[src/deq_pkg.sv]
// ----------------------------------------------------------------------------
// deq_pkg: shared types and constants of the discrete event queue
// Request and result codes and the decoded command passed from front to back.
// ----------------------------------------------------------------------------
`default_nettype none

package deq_pkg;

  localparam int unsigned DefQueueDepth = 64;
  localparam int unsigned DefNumObjects = 16;
  localparam int unsigned DefTimeBits   = 32;

  localparam int unsigned DelayW = 31;
  localparam int unsigned ObjW   = 4;
  localparam int unsigned TypeW  = 8;
  localparam int unsigned CountW = 6;
  localparam int unsigned ModeW  = 2;
  localparam int unsigned SeqW   = 16;

  localparam logic [CountW-1:0] MaxDispatch = 6'd63;

  typedef enum logic [1:0] {
    REQ_SCHEDULE  = 2'd0,
    REQ_ADV_COUNT = 2'd1,
    REQ_ADV_TIME  = 2'd2,
    REQ_SET_BP    = 2'd3
  } deq_req_e;

  typedef enum logic [2:0] {
    KIND_DISPATCHED = 3'd0,
    KIND_BREAKPOINT = 3'd1,
    KIND_EMPTY      = 3'd2,
    KIND_DONE       = 3'd3,
    KIND_ACCEPTED   = 3'd4,
    KIND_RANGE_ERR  = 3'd5,
    KIND_FULL       = 3'd6
  } deq_kind_e;

  localparam logic [ModeW-1:0] BP_NONE      = 2'd0;
  localparam logic [ModeW-1:0] BP_ANY       = 2'd1;
  localparam logic [ModeW-1:0] BP_MATCH     = 2'd2;
  localparam logic [ModeW-1:0] BP_MATCH_ALT = 2'd3;

  typedef struct packed {
    deq_req_e          req;
    logic [ObjW-1:0]   obj;
    logic [TypeW-1:0]  typ;
    logic [DelayW-1:0] delay;
    logic [CountW-1:0] limit;
    logic [ModeW-1:0]  mode;
  } deq_cmd_t;

endpackage

`default_nettype wire

[src/discrete_event_queue_core.sv]
// ----------------------------------------------------------------------------
// discrete_event_queue_core: time-ordered event queue with rebasing
// Schedule: a free slot is written; if the delay does not fit, a rebase first
// scans for the base and shifts every slot. Advance: a slot memory scan per result.
// Requests run one at a time; the next starts once the last result is loaded.
// Reset clears the queue, time, offset and breakpoints at once; no sweep.
// ----------------------------------------------------------------------------
`default_nettype none

module discrete_event_queue_core #(
  parameter int unsigned QUEUE_DEPTH = deq_pkg::DefQueueDepth,
  parameter int unsigned NUM_OBJECTS = deq_pkg::DefNumObjects,
  parameter int unsigned TIME_BITS   = deq_pkg::DefTimeBits
) (
  input  wire logic                       clk_i,
  input  wire logic                       rst_ni,
  input  wire logic                       in_valid_i,
  output logic                            in_ready_o,
  input  wire logic [1:0]                 req_type_i,
  input  wire logic [deq_pkg::ObjW-1:0]   object_id_i,
  input  wire logic [deq_pkg::TypeW-1:0]  evt_type_i,
  input  wire logic [deq_pkg::DelayW-1:0] delay_i,
  input  wire logic [deq_pkg::CountW-1:0] count_i,
  input  wire logic [deq_pkg::ModeW-1:0]  bp_mode_i,
  output logic                            out_valid_o,
  input  wire logic                       out_ready_i,
  output logic [2:0]                      kind_o,
  output logic [deq_pkg::ObjW-1:0]        out_object_o,
  output logic [deq_pkg::TypeW-1:0]       out_evt_type_o,
  output logic [63:0]                     time_now_o,
  output logic                            last_o
);
  import deq_pkg::*;

  // front to back command queue
  deq_cmd_t cmd;
  logic     cmd_valid, cmd_pop;

  // Front: decode each request and hold up to two ahead of the sequencer.
  deq_front u_front (
    .clk_i        (clk_i),
    .rst_ni       (rst_ni),
    .in_valid_i   (in_valid_i),
    .in_ready_o   (in_ready_o),
    .req_type_i   (req_type_i),
    .object_id_i  (object_id_i),
    .evt_type_i   (evt_type_i),
    .delay_i      (delay_i),
    .count_i      (count_i),
    .bp_mode_i    (bp_mode_i),
    .cmd_valid_o  (cmd_valid),
    .cmd_o        (cmd),
    .cmd_pop_i    (cmd_pop)
  );

  // Back: own the slot memory, scan it for the earliest event or the rebase
  // base, and drive results through an output register so the sequencer
  // moves on while a result waits to be taken.
  deq_back #(
    .QUEUE_DEPTH (QUEUE_DEPTH),
    .NUM_OBJECTS (NUM_OBJECTS),
    .TIME_BITS   (TIME_BITS)
  ) u_back (
    .clk_i          (clk_i),
    .rst_ni         (rst_ni),
    .cmd_valid_i    (cmd_valid),
    .cmd_i          (cmd),
    .cmd_pop_o      (cmd_pop),
    .out_valid_o    (out_valid_o),
    .out_ready_i    (out_ready_i),
    .kind_o         (kind_o),
    .out_object_o   (out_object_o),
    .out_evt_type_o (out_evt_type_o),
    .time_now_o     (time_now_o),
    .last_o         (last_o)
  );

`ifndef SYNTHESIS
  // every result other than a dispatch closes its request
  assert property (@(posedge clk_i) disable iff (!rst_ni)
    out_valid_o && kind_o != KIND_DISPATCHED |-> last_o)
    else $error("closing result without last");

  // a dispatch is never the closing result
  assert property (@(posedge clk_i) disable iff (!rst_ni)
    out_valid_o && kind_o == KIND_DISPATCHED |-> !last_o)
    else $error("dispatch marked last");

  // schedule and set-breakpoint results carry no object or type
  assert property (@(posedge clk_i) disable iff (!rst_ni)
    out_valid_o && (kind_o == KIND_ACCEPTED || kind_o == KIND_FULL ||
                    kind_o == KIND_RANGE_ERR) |-> out_object_o == '0 && out_evt_type_o == '0)
    else $error("stray payload on status result");
`endif

endmodule

`default_nettype wire

[src/deq_front.sv]
// ----------------------------------------------------------------------------
// deq_front: request intake
// Decodes each request into a command and holds it in a two-entry queue.
// ----------------------------------------------------------------------------
`default_nettype none

module deq_front (
  input  wire logic                     clk_i,
  input  wire logic                     rst_ni,
  input  wire logic                     in_valid_i,
  output logic                          in_ready_o,
  input  wire logic [1:0]               req_type_i,
  input  wire logic [deq_pkg::ObjW-1:0]   object_id_i,
  input  wire logic [deq_pkg::TypeW-1:0]  evt_type_i,
  input  wire logic [deq_pkg::DelayW-1:0] delay_i,
  input  wire logic [deq_pkg::CountW-1:0] count_i,
  input  wire logic [deq_pkg::ModeW-1:0]  bp_mode_i,
  output logic                          cmd_valid_o,
  output deq_pkg::deq_cmd_t             cmd_o,
  input  wire logic                     cmd_pop_i
);
  import deq_pkg::*;

  deq_cmd_t   entry_q [2];
  logic       wr_ptr_q, rd_ptr_q;
  logic [1:0] fill_q;
  deq_cmd_t   cmd_in;
  logic       push;

  always_comb begin
    cmd_in.req   = deq_req_e'(req_type_i);
    cmd_in.obj   = object_id_i;
    cmd_in.typ   = evt_type_i;
    cmd_in.delay = delay_i;
    cmd_in.mode  = bp_mode_i;
    // count requests stop after count_i dispatches; others are capped at MaxDispatch
    cmd_in.limit = (cmd_in.req == REQ_ADV_COUNT) ? count_i : MaxDispatch;
  end

  assign in_ready_o  = (fill_q != 2'd2);
  assign push        = in_valid_i && in_ready_o;
  assign cmd_valid_o = (fill_q != 2'd0);
  assign cmd_o       = entry_q[rd_ptr_q];

  always_ff @(posedge clk_i) begin
    if (push) begin
      entry_q[wr_ptr_q] <= cmd_in;
    end
  end

  always_ff @(posedge clk_i or negedge rst_ni) begin
    if (!rst_ni) begin
      wr_ptr_q <= 1'b0;
      rd_ptr_q <= 1'b0;
      fill_q   <= 2'd0;
    end else begin
      if (push) wr_ptr_q <= ~wr_ptr_q;
      if (cmd_pop_i) rd_ptr_q <= ~rd_ptr_q;
      fill_q <= fill_q + 2'(push) - 2'(cmd_pop_i);
    end
  end

endmodule

`default_nettype wire

[src/deq_back.sv]
// ----------------------------------------------------------------------------
// deq_back: event store and sequencer
// Runs schedules, rebases and dispatches over the slot memory, one slot a cycle.
// ----------------------------------------------------------------------------
`default_nettype none

module deq_back #(
  parameter int unsigned QUEUE_DEPTH = deq_pkg::DefQueueDepth,
  parameter int unsigned NUM_OBJECTS = deq_pkg::DefNumObjects,
  parameter int unsigned TIME_BITS   = deq_pkg::DefTimeBits
) (
  input  wire logic                      clk_i,
  input  wire logic                      rst_ni,
  input  wire logic                      cmd_valid_i,
  input  wire deq_pkg::deq_cmd_t         cmd_i,
  output logic                           cmd_pop_o,
  output logic                           out_valid_o,
  input  wire logic                      out_ready_i,
  output logic [2:0]                     kind_o,
  output logic [deq_pkg::ObjW-1:0]       out_object_o,
  output logic [deq_pkg::TypeW-1:0]      out_evt_type_o,
  output logic [63:0]                    time_now_o,
  output logic                           last_o
);
  import deq_pkg::*;

  localparam int unsigned IdxW  = $clog2(QUEUE_DEPTH);
  localparam int unsigned CntW  = IdxW + 1;
  localparam int unsigned OidxW = $clog2(NUM_OBJECTS);
  localparam int unsigned CmpW  = (TIME_BITS > DelayW) ? TIME_BITS : DelayW;
  localparam int unsigned WordW = TIME_BITS + ObjW + TypeW + SeqW;

  localparam logic [3:0] S_IDLE    = 4'd0;
  localparam logic [3:0] S_SCHED   = 4'd1;
  localparam logic [3:0] S_MINSCAN = 4'd2;
  localparam logic [3:0] S_REBASE  = 4'd3;
  localparam logic [3:0] S_WALK    = 4'd4;
  localparam logic [3:0] S_ADV     = 4'd5;
  localparam logic [3:0] S_EARLY   = 4'd6;
  localparam logic [3:0] S_PICK    = 4'd7;
  localparam logic [3:0] S_EMIT    = 4'd8;

  logic [WordW-1:0] mem [QUEUE_DEPTH];
  logic [WordW-1:0] rdata_q;
  logic [IdxW-1:0]  mem_raddr, mem_waddr;
  logic [WordW-1:0] mem_wdata;
  logic             mem_we;

  logic [3:0]            state_q, state_d;
  logic [QUEUE_DEPTH-1:0] valid_q, valid_d;
  logic [SeqW-1:0]       seq_q, seq_d;
  logic [TIME_BITS-1:0]  cur_q, cur_d;
  logic [63:0]           offset_q, offset_d;
  logic [ModeW-1:0]      bpm_q [NUM_OBJECTS];
  logic [TypeW-1:0]      bpt_q [NUM_OBJECTS];
  logic                  bp_we;

  deq_cmd_t              req_q, req_d;
  logic [CountW-1:0]     left_q, left_d;
  logic [DelayW-1:0]     budget_q, budget_d;
  logic [TIME_BITS-1:0]  base_q, base_d;

  logic [CntW-1:0]       idx_q, idx_d;
  logic                  rd_pend_q, rd_pend_d;
  logic [IdxW-1:0]       rd_addr_q, rd_addr_d;

  logic                  found_q, found_d;
  logic [TIME_BITS-1:0]  best_time_q, best_time_d;
  logic [SeqW-1:0]       best_age_q, best_age_d;
  logic [IdxW-1:0]       best_idx_q, best_idx_d;
  logic [ObjW-1:0]       best_obj_q, best_obj_d;
  logic [TypeW-1:0]      best_type_q, best_type_d;

  deq_kind_e             pend_kind_q, pend_kind_d;
  logic [ObjW-1:0]       pend_obj_q, pend_obj_d;
  logic [TypeW-1:0]      pend_type_q, pend_type_d;
  logic                  pend_last_q, pend_last_d;

  logic                  out_valid_q, out_valid_d;
  deq_kind_e             out_kind_q;
  logic [ObjW-1:0]       out_obj_q;
  logic [TypeW-1:0]      out_type_q;
  logic [63:0]           out_time_q;
  logic                  out_last_q;
  logic                  out_load, out_free;

  logic [TIME_BITS-1:0]  r_time;
  logic [ObjW-1:0]       r_obj;
  logic [TypeW-1:0]      r_type;
  logic [SeqW-1:0]       r_seq, r_age;
  logic                  slot_live, scanning, issue, scan_done;
  logic                  full;
  logic [IdxW-1:0]       free_idx;
  logic [TIME_BITS-1:0]  cost;
  logic [TIME_BITS-1:0]  headroom;
  logic [7:0]            obj_ext;
  logic [7:0]            req_obj_ext;
  logic [OidxW-1:0]      best_oidx, req_oidx;
  logic                  best_in_range, req_in_range, is_bp;

  assign r_time = rdata_q[WordW-1 -: TIME_BITS];
  assign r_obj  = rdata_q[SeqW+TypeW +: ObjW];
  assign r_type = rdata_q[SeqW +: TypeW];
  assign r_seq  = rdata_q[SeqW-1:0];
  assign r_age  = seq_q - r_seq;

  assign slot_live = rd_pend_q && valid_q[rd_addr_q];
  assign scanning  = (state_q == S_MINSCAN) || (state_q == S_WALK) || (state_q == S_EARLY);
  assign issue     = (idx_q < CntW'(QUEUE_DEPTH));
  assign scan_done = scanning && !issue && !rd_pend_q;
  assign mem_raddr = idx_q[IdxW-1:0];

  // first free slot
  always_comb begin
    full     = 1'b1;
    free_idx = '0;
    for (int i = QUEUE_DEPTH - 1; i >= 0; i--) begin
      if (!valid_q[i]) begin
        full     = 1'b0;
        free_idx = IdxW'(i);
      end
    end
  end

  assign cost     = best_time_q - cur_q;
  assign headroom = ~cur_q;

  // breakpoint lookup for the earliest event
  always_comb begin
    obj_ext       = 8'(best_obj_q);
    best_oidx     = obj_ext[OidxW-1:0];
    best_in_range = (9'(best_obj_q) < 9'(NUM_OBJECTS));
    if (!best_in_range || bpm_q[best_oidx] == BP_NONE) begin
      is_bp = 1'b0;
    end else if (bpm_q[best_oidx] == BP_ANY) begin
      is_bp = 1'b1;
    end else begin
      is_bp = (best_type_q == bpt_q[best_oidx]);
    end
  end

  assign req_obj_ext  = 8'(cmd_i.obj);
  assign req_oidx     = req_obj_ext[OidxW-1:0];
  assign req_in_range = (9'(cmd_i.obj) < 9'(NUM_OBJECTS));

  assign out_free = !out_valid_q || out_ready_i;

  always_comb begin
    state_d     = state_q;
    valid_d     = valid_q;
    seq_d       = seq_q;
    cur_d       = cur_q;
    offset_d    = offset_q;
    req_d       = req_q;
    left_d      = left_q;
    budget_d    = budget_q;
    base_d      = base_q;
    idx_d       = idx_q;
    rd_pend_d   = rd_pend_q;
    rd_addr_d   = rd_addr_q;
    found_d     = found_q;
    best_time_d = best_time_q;
    best_age_d  = best_age_q;
    best_idx_d  = best_idx_q;
    best_obj_d  = best_obj_q;
    best_type_d = best_type_q;
    pend_kind_d = pend_kind_q;
    pend_obj_d  = pend_obj_q;
    pend_type_d = pend_type_q;
    pend_last_d = pend_last_q;
    mem_we      = 1'b0;
    mem_waddr   = rd_addr_q;
    mem_wdata   = {r_time - base_q, rdata_q[WordW-TIME_BITS-1:0]};
    bp_we       = 1'b0;
    cmd_pop_o   = 1'b0;
    out_load    = 1'b0;

    if (scanning) begin
      if (issue) begin
        rd_pend_d = 1'b1;
        rd_addr_d = idx_q[IdxW-1:0];
        idx_d     = idx_q + CntW'(1);
      end else begin
        rd_pend_d = 1'b0;
      end
    end

    unique case (state_q)
      S_IDLE: begin
        if (cmd_valid_i) begin
          cmd_pop_o = 1'b1;
          req_d     = cmd_i;
          left_d    = cmd_i.limit;
          budget_d  = cmd_i.delay;
          pend_obj_d  = '0;
          pend_type_d = '0;
          pend_last_d = 1'b1;
          unique case (cmd_i.req)
            REQ_SCHEDULE: state_d = S_SCHED;
            REQ_SET_BP: begin
              bp_we       = req_in_range;
              pend_kind_d = KIND_ACCEPTED;
              state_d     = S_EMIT;
            end
            REQ_ADV_COUNT, REQ_ADV_TIME: state_d = S_ADV;
            default: state_d = S_IDLE;
          endcase
        end
      end
      S_SCHED: begin
        if (full) begin
          pend_kind_d = KIND_FULL;
          state_d     = S_EMIT;
        end else if (CmpW'(headroom) < CmpW'(req_q.delay)) begin
          base_d    = cur_q;
          idx_d     = '0;
          rd_pend_d = 1'b0;
          state_d   = S_MINSCAN;
        end else begin
          mem_we          = 1'b1;
          mem_waddr       = free_idx;
          mem_wdata       = {cur_q + TIME_BITS'(req_q.delay), req_q.obj, req_q.typ, seq_q};
          valid_d[free_idx] = 1'b1;
          seq_d           = seq_q + SeqW'(1);
          pend_kind_d     = KIND_ACCEPTED;
          state_d         = S_EMIT;
        end
      end
      S_MINSCAN: begin
        if (slot_live && r_time < base_q) base_d = r_time;
        if (scan_done) state_d = S_REBASE;
      end
      S_REBASE: begin
        if (base_q == '0) begin
          pend_kind_d = KIND_RANGE_ERR;
          state_d     = S_EMIT;
        end else begin
          cur_d     = cur_q - base_q;
          offset_d  = offset_q + 64'(base_q);
          idx_d     = '0;
          rd_pend_d = 1'b0;
          state_d   = S_WALK;
        end
      end
      S_WALK: begin
        // shift every stored time down by the base
        if (slot_live) mem_we = 1'b1;
        if (scan_done) state_d = S_SCHED;
      end
      S_ADV: begin
        if (left_q == '0) begin
          pend_kind_d = KIND_DONE;
          pend_obj_d  = '0;
          pend_type_d = '0;
          pend_last_d = 1'b1;
          state_d     = S_EMIT;
        end else begin
          found_d   = 1'b0;
          idx_d     = '0;
          rd_pend_d = 1'b0;
          state_d   = S_EARLY;
        end
      end
      S_EARLY: begin
        if (slot_live && (!found_q || r_time < best_time_q ||
            (r_time == best_time_q && r_age > best_age_q))) begin
          found_d     = 1'b1;
          best_time_d = r_time;
          best_age_d  = r_age;
          best_idx_d  = rd_addr_q;
          best_obj_d  = r_obj;
          best_type_d = r_type;
        end
        if (scan_done) state_d = S_PICK;
      end
      S_PICK: begin
        state_d     = S_EMIT;
        pend_obj_d  = '0;
        pend_type_d = '0;
        pend_last_d = 1'b1;
        if (!found_q) begin
          pend_kind_d = KIND_EMPTY;
        end else if (req_q.req == REQ_ADV_TIME &&
                     CmpW'(budget_q) < CmpW'(cost)) begin
          pend_kind_d = KIND_DONE;
        end else begin
          if (req_q.req == REQ_ADV_TIME) budget_d = budget_q - DelayW'(cost);
          cur_d       = best_time_q;
          pend_obj_d  = best_obj_q;
          pend_type_d = best_type_q;
          if (is_bp) begin
            pend_kind_d = KIND_BREAKPOINT;
          end else begin
            valid_d[best_idx_q] = 1'b0;
            pend_kind_d = KIND_DISPATCHED;
            pend_last_d = 1'b0;
            left_d      = left_q - CountW'(1);
          end
        end
      end
      S_EMIT: begin
        if (out_free) begin
          out_load = 1'b1;
          state_d  = pend_last_q ? S_IDLE : S_ADV;
        end
      end
      default: state_d = S_IDLE;
    endcase
  end

  always_comb begin
    out_valid_d = out_valid_q;
    if (out_valid_q && out_ready_i) out_valid_d = 1'b0;
    if (out_load) out_valid_d = 1'b1;
  end

  // slot memory: one write port, one registered read port
  always_ff @(posedge clk_i) begin
    if (mem_we) mem[mem_waddr] <= mem_wdata;
    rdata_q <= mem[mem_raddr];
  end

  always_ff @(posedge clk_i) begin
    req_q       <= req_d;
    left_q      <= left_d;
    budget_q    <= budget_d;
    base_q      <= base_d;
    rd_addr_q   <= rd_addr_d;
    found_q     <= found_d;
    best_time_q <= best_time_d;
    best_age_q  <= best_age_d;
    best_idx_q  <= best_idx_d;
    best_obj_q  <= best_obj_d;
    best_type_q <= best_type_d;
    pend_kind_q <= pend_kind_d;
    pend_obj_q  <= pend_obj_d;
    pend_type_q <= pend_type_d;
    pend_last_q <= pend_last_d;
    if (out_load) begin
      out_kind_q <= pend_kind_q;
      out_obj_q  <= pend_obj_q;
      out_type_q <= pend_type_q;
      out_time_q <= offset_q + 64'(cur_q);
      out_last_q <= pend_last_q;
    end
  end

  always_ff @(posedge clk_i or negedge rst_ni) begin
    if (!rst_ni) begin
      state_q     <= S_IDLE;
      valid_q     <= '0;
      seq_q       <= '0;
      cur_q       <= '0;
      offset_q    <= '0;
      idx_q       <= '0;
      rd_pend_q   <= 1'b0;
      out_valid_q <= 1'b0;
      for (int i = 0; i < NUM_OBJECTS; i++) begin
        bpm_q[i] <= '0;
        bpt_q[i] <= '0;
      end
    end else begin
      state_q     <= state_d;
      valid_q     <= valid_d;
      seq_q       <= seq_d;
      cur_q       <= cur_d;
      offset_q    <= offset_d;
      idx_q       <= idx_d;
      rd_pend_q   <= rd_pend_d;
      out_valid_q <= out_valid_d;
      if (bp_we) begin
        bpm_q[req_oidx] <= cmd_i.mode;
        bpt_q[req_oidx] <= cmd_i.typ;
      end
    end
  end

  assign out_valid_o    = out_valid_q;
  assign kind_o         = out_kind_q;
  assign out_object_o   = out_obj_q;
  assign out_evt_type_o = out_type_q;
  assign time_now_o     = out_time_q;
  assign last_o         = out_last_q;

endmodule

`default_nettype wire

[config.mk]
export PLATFORM = sky130hd
export DESIGN_NAME = discrete_event_queue_core
export DESIGN_NICKNAME = d
export VERILOG_FILES = /design/src/deq_pkg.sv /design/src/discrete_event_queue_core.sv /design/src/deq_front.sv /design/src/deq_back.sv
export SDC_FILE = /design/constraint.sdc
export NUM_CORES = 2
export LEC_CHECK = 0
export BUFFER_PORTS_ARGS = -buffer_cell sky130_fd_sc_hd__clkbuf_2
export CORE_MARGIN = 5
export CORE_UTILIZATION = 50
export DETAILED_ROUTE_END_ITERATION = 12
export PLACE_DENSITY = 0.68
export SETUP_SLACK_MARGIN = 0.02
export SLEW_MARGIN = 10
export SYNTH_ARGS = -nofsm -noshare
export SYNTH_HDL_FRONTEND = slang
export SYNTH_HIERARCHICAL = 1
export SYNTH_SLANG_ARGS = --single-unit
[constraint.sdc]
create_clock -name clk_i -period 10.1 [get_ports clk_i]
set_clock_uncertainty 0.15 [all_clocks]
set_input_delay 0 -clock clk_i [delete_from_list [all_inputs] [get_ports clk_i]]
set_output_delay 0 -clock clk_i [all_outputs]
set_load 0.05 [all_outputs]
Word level (Yosys, flattened, before mapping)

Memory sizes are Yosys's and may differ from the RTL's. A register that Yosys moved wholly into a read port is not among the register bits.
Cells that the tools add are included.

Flip-flop bits (word level): 636
Memory bits (writable): 3,946
Input port bits: 57
Output and inout port bits: 82
Logic and storage cells: 444
Memories kept: 2

Memories:

| name            | depth | width | read ports | clocked after memory_dff | write ports | line            | text |
|---|---|---|---|---|---|---|---|
| u_back.mem      | 64    | 60    | 1          | 1                        | 1           | deq_back.sv:43  | `logic [WordW-1:0] mem [QUEUE_DEPTH];` |
| u_front.entry_q | 2     | 53    | 1          | 0                        | 1           | deq_front.sv:24 | `deq_cmd_t entry_q [2];` |

Add/sub/neg operators: 13
Order comparisons: 14
Equality and inequality tests: 37
Muxes and demuxes: 251
Bitwise logic cells: 11
Reductions and logical operators: 50

Operator list:

| operator         | count |
|---|---|
| $mux W6          | 72 |
| $mux W64         | 5 |
| $mux W32         | 6 |
| $mux W60         | 3 |
| $add A64 B32 Y64 | 2 |
| $bwmux W128      | 1 |
| $pmux W32 S2     | 2 |
| $pmux W64 S2     | 1 |
| $mux W31         | 4 |
| $mux W1          | 99 |
| $sub A32 B32 Y32 | 3 |
| $and A64 B64 Y64 | 1 |
| $lt A32 B32 Y1   | 2 |
| $not A64 Y64     | 1 |
| $or A64 B64 Y64  | 1 |
| $pmux W31 S2     | 1 |
| $mux W8          | 7 |
| $mux W4          | 13 |
| $mux W7          | 6 |
| $pmux W4 S9      | 1 |
| $add A32 B31 Y32 | 1 |
| $bmux W8 S4      | 1 |
| $bwmux W32       | 1 |
| $demux W8 S4     | 1 |
| other kinds (58) | 141 |

Depth between registers and ports, before layout

Depth in word-level cells: 72
Mapped depth: 26
Mapped depth without buffers: 24

Modules after synthesis

The synthesis kept the hierarchy.

By module, submodules not included:

| module    | instances | cells an instance | area an instance (um2) | sequential area each (um2) |
|---|---|---|---|---|
| deq_back  | 1         | 9,637             | 187,571.1              | 133,743.3 |
| deq_front | 1         | 189               | 4,080.2                | 3,283.1 |

Least setup slack after synthesis

No wires, ideal clock.

Kind: reg2reg
Start: register u_back.seq_q[0]
End: register u_back.best_age_q[0], enable pin
Library setup time: 490 ps
Arrival: 6,449 ps
Slack: 3,010 ps
Stages on the path, launching flop included: 23
Cell sequence: dfrtp_1 -> inv_1 -> ha_1 -> inv_1 -> fa_1 -> a21o_1 -> a21oi_1 -> o21bai_1 -> a21oi_1 -> o21bai_1 -> a211oi_1 -> o21ai_0 -> a31o_2 -> a21oi_1 -> xnor2_1 -> ha_1 -> nand4_1 -> nor4_1 -> nor3_1 -> nand4_1 -> o21ai_0 -> a31oi_1 -> nor2_1

Longest elaborated chain between the ends: 6

Ends and longest elaborated chain:

| what                        | line            | text |
|---|---|---|
| start: declaration          | deq_back.sv:51  | `logic [SeqW-1:0] seq_q, seq_d;` |
| start signal: assignment    | deq_back.sv:365 | `seq_q <= seq_d;` |
| $sub A16 B16 Y16            | deq_back.sv:105 | `assign r_age = seq_q - r_seq;` |
| net u_back.r_age[14]        | deq_back.sv:90  | `logic [SeqW-1:0] r_seq, r_age;` |
| $gt A16 B16 Y1              | deq_back.sv:266 | `(r_time == best_time_q && r_age > best_age_q))) begin` |
| $logic_and A1 B1 Y1         | deq_back.sv:266 |  |
| $logic_or A1 B1 Y1          | deq_back.sv:265 | `if (slot_live && (!found_q \|\| r_time < best_time_q \|\|` |
| $logic_and A1 B1 Y1         | deq_back.sv:265 |  |
| $reduce_and A2 Y1 (no line) | -               |  |
| end signal: assignment      | deq_back.sv:331 | `best_age_q <= best_age_d;` |
| end: declaration            | deq_back.sv:69  | `logic [SeqW-1:0] best_age_q, best_age_d;` |

The timed path passes the listed nets, and every way through them passes these cells.
A chain may end at the register's enable or synchronous reset.

Worst setup path in the final report

Start: register u_back.cur_q[25]
End: memory u_back/mem[7][49] (netlist name), enable pin

Longest elaborated chain between the ends: 7
Elaborated cells between the ends (all ways): 10
Those cells by class: order compare: 1; mux: 8; bitwise: 1

Ends and longest elaborated chain:

| what                          | line            | text |
|---|---|---|
| start: declaration            | deq_back.sv:52  | `logic [TIME_BITS-1:0] cur_q, cur_d;` |
| start signal: assignment      | deq_back.sv:366 | `cur_q <= cur_d;` |
| $not A32 Y32 *                | deq_back.sv:126 | `assign headroom = ~cur_q;` |
| $lt A32 B31 Y1 *              | deq_back.sv:214 | `end else if (CmpW'(headroom) < CmpW'(req_q.delay)) begin` |
| $mux W1                       | deq_back.sv:214 |  |
| $mux W1                       | deq_back.sv:211 | `if (full) begin` |
| $pmux W1 S2                   | deq_back.sv:188 | `unique case (state_q)` |
| $mux W1                       | deq_back.sv:319 | `if (mem_we) mem[mem_waddr] <= mem_wdata;` |
| $mux W1 (implied by the code) | deq_back.sv:319 |  |
| end: declaration              | deq_back.sv:43  |  |

Mark *: on every way between the ends. The rest lies on a longest branch, timed or not.

==> metrics.csv <==
stage,metric,value,unit
critical_path,worstPathArrival,7780,ps
logic_synthesis,synth.distinct_cells,94,
timing,max-slew-margin-rel,7.190,%
place,io_buffers,138,
timing,tightest_slew,1389,ps
floorplanning,die_h,629.1,um
logic_synthesis,synth.most_common_cell,edfxtp_1,
logic_synthesis,synth_top_cells_by_area,"edfxtp_1 (66%), mux4_2 (15%), dfrtp_1 (4.6%)",
pwr,p_int,30.76,mW
routing,drt-pass1-iter-count,8,
status,status,"finished, final reports clean",
clock_network,clockBufferDepth,4,
grt,use_met2,40.25,%
critical_path,r2r_cells,13,
logic_synthesis,avgSynthCellArea,19.50,um^2
finish,multiInputGateArea,53090,um^2
clock_network,clk_pin_slew,70,ps
floorplanning,initial_utilization,50.17,%
critical_path,worstPathMaxFanout,37,
timing,fmax,0.1360,GHz
logic_synthesis,syn-num-nets,10210,
critical_path,startpoint_type,register,
place,dp_hpwl,299800,um
clock_network,holdBufCountCts,113,
logic_synthesis,async_flop_share,7.604,%
critical_path,crit_chain,"inv_1, ha_1, nand3_1, or3_1, or4_1, a31oi_1, o21ai_1, a21oi_1, nand2_1, o21ai_0, nand3_1, nor2_4, buf_4",
grt,gr-usage-met3,4.657,%
clock_network,worstSkewPairLatency,990,ps
worst_hold_path,hold_path_class,in2async,
timing,fin_ws,2750,ps
timing,rsz0062_at_grt,false,
place,placed_area,200200,um^2
finish,area_growth,13.00,%
routing,drcViolationCount,0,
clock_network,post-cts-setup-buffer-count,0,
floorplanning,die-width,629.1,um
logic_synthesis,synth_edf_count,4229,
grt,grt_pass1_wl,734400,um
grt,busiest_layer,met2,
timing,final_max_slew_viol_count,0,
critical_path,worst_path_max_delay_cell,nor2_4,
place,routabilityCongestion,0.8953,
pwr,seq_power_share,54.4,%
timing,setup_tns,0,ps
logic_synthesis,netlist.area_leader.share,66.26,%
clock_network,postCtsResizedCells,0,
timing,period_needed,7350,ps
pwr,p_switching,7.540,mW
timing,setup_viol,0,
timing,hold_viol,0,
pwr,power.static_leakage,56.69,nW
logic_synthesis,yosys_warnings,6,
floorplanning,die-area,395800,um^2
critical_path,end_kind,register,
pwr,power_density,176.8,nW/um^2
grt,met1_usage,36.79,%
clock_network,cts_tree,yes,
routing,vias_per_cell,6.418,
job,cap_viol_max_count,0,
grt,grt_max_degree,196,
clock_network,htreeDepth,5,
routing,drtIter0Drc,12850,
floorplanning,io_pins,139,
floorplanning,coreArea,382000,um^2
clock_network,cts-root-buf,clkbuf_16,
logic_synthesis,synth_seq_cells,4642,
logic_synthesis,netlist_instances,9826,
finish,final.fill_count,27760,
finish,fin_area,216600,um^2
grt,antenna_found_initial,24,
pwr,p_clk_share,44.7,%
place,placed_cells,14820,
routing,routed_wirelength,509100,um
grt,grtUsageTotal,25.44,%
grt,grt_pass1_vias,101000,
clock_network,numCtsBuffers,452,
critical_path,path_common_cell,nand3_1,
finish,finalNetCount,10740,
place,place_ws,2800,ps
routing,vias,101400,
pwr,vdd_drop_max,163.1,uV
logic_synthesis,yosysSeqAreaShare,71.50,%
critical_path,critPathKind,reg2reg,
critical_path,critical_path_required,10530,ps
floorplanning,rows,227,
clock_network,cts_sinks,4642,
pwr,pwr-share-comb,0.9,%
grt,grt_overflow,0,
logic_synthesis,synthFlopType,edfxtp_1,
finish,drive_gt1_share,25.24,%
routing,wl_per_cell,32.23,um
finish,stdcell_count,15790,
routing,drtAntennaViolNets,0,
logic_synthesis,synth_common_cells,"edfxtp_1 (4229), mux4_2 (1315), nand2_1 (405)",
logic_synthesis,synth_top_cell_by_area,edfxtp_1,
finish,seqCellArea,137100,um^2
timing,timing.final.crit_share,72.78,%
critical_path,slowest_delay,1050,ps
pwr,swShare,19.69,%
timing,whs,66.21,ps
logic_synthesis,mappedNetlistArea,191700,um^2
[area by class of cell]
class,instances,area share (%)
clock inverters,279,1.462
well taps,5038,2.911
multi-input cells,4522,24.51
repair buffers,499,1.893
clock buffers,564,5.512
inverters,237,0.4108
flip-flops and latches,4642,63.28
diodes,13,0.01502
[cells in the final DEF, fill, tap and decap left out, types with 67 or more instances in the layout]
cell type | Yosys | routed
clkinv_1 | 0 | 84
clkbuf_16 | 0 | 457
nor2_1 | 307 | 239
xnor2_1 | 172 | 172
clkbuf_1 | 281 | 97
o21ai_0 | 295 | 266
mux2_2 | 163 | 163
nand2b_1 | 67 | 67
edfxtp_1 | 4229 | 4229
buf_4 | 5 | 217
inv_1 | 237 | 236
nand2_1 | 405 | 405
a21oi_1 | 236 | 225
nor2_4 | 0 | 67
clkbuf_2 | 0 | 137
nand3_1 | 98 | 97
dfrtp_1 | 353 | 346
ha_1 | 320 | 320
a21o_1 | 78 | 78
dlygate4sd3_1 | 0 | 112
mux4_2 | 1315 | 1315
xor2_1 | 114 | 114
clkinv_2 | 0 | 79
nor3_1 | 83 | 81
[metrics by stage]
| step | total power [mW] | util [%] |
|---|---|---|
| after floorplan | 21.37 | - |
| after global placement | 21.51 | 52.42 |
| after detailed placement | 21.53 | 52.42 |
| after CTS | 38.57 | 56.67 |
| after global routing | 39.46 | 56.69 |
| final | 38.30 | 56.69 |
[worst max-delay path: cells and delay by family, from the launching register on]
kind                       cells  cell delay, ps
and+or+nand+nor                6            3200
AOI/OAI and AO/OA              4            1740
buffers and inverters          2             950
DFF                            1             440
adders and majority gates      1             410
[final timing paths]
kind                                      start                     end  slack [ps]
max                            u_back/cur_q[25]       u_back/mem[7][49]        2750
min in group clk_i                   in_valid_i  u_front/entry_q[1][43]         110
min                                      rst_ni     u_back/offset_q[58]          70
max reg2reg                    u_back/cur_q[25]       u_back/mem[7][49]        2750
min reg2reg                u_back/pend_obj_q[1]  u_back/out_object_o[1]         270
max in group asynchronous                rst_ni       u_back/bpt_q[117]        7820
[sequential cells by signal, indices dropped and copies added (netlist names), 31 cells and up]
name	cells
u_back/time_now_o	64
u_back/base_q	32
u_back/offset_q	64
u_back/bpm_q	32
u_back/cur_q	32
u_back/rdata_q	60
u_back/mem	3840
u_back/req_q	45
u_back/best_time_q	32
u_back/valid_q	64
u_back/bpt_q	128
u_front/entry_q	106
u_back/budget_q	31
[power by group through the flow]
stage	registers (mW)	logic, mW	clock network [mW]
floorplan	21.2	0.141	0
global placement	21.2	0.284	0
detailed placement	21.2	0.295	0
CTS	20.8	0.334	17.4
global route	20.8	0.363	18.3
finish	20.8	0.334	17.1
[metal layers]
| metal | share of wire (%) | wire (um) | up-vias |
|---|---|---|---|
| met4 | 3.1 | 15690 | 6 |
| met1 | 40 | 202300 | 53880 |
| li1 | - | - | 41390 |
| met2 | 47 | 241800 | 5322 |
| met3 | 9.7 | 49210 | 766 |
| met5 | 0.0092 | 47 | - |
[kinds of logic after synthesis]
| group | count (synthesis) | share of synthesized area (%) |
|---|---|---|
| adder cells (fa/ha/maj) | 328 | 2.173 |
| AND/OR/NAND/NOR | 1273 | 3.209 |
| buffers and inverters | 662 | 1.368 |
| XOR/XNOR | 286 | 1.307 |
| flip-flops | 4642 | 71.50 |
| AO/OA/AOI/OAI | 1069 | 3.540 |
| multiplexers | 1566 | 16.90 |
Note: power is estimated with default switching activity, not from simulation.
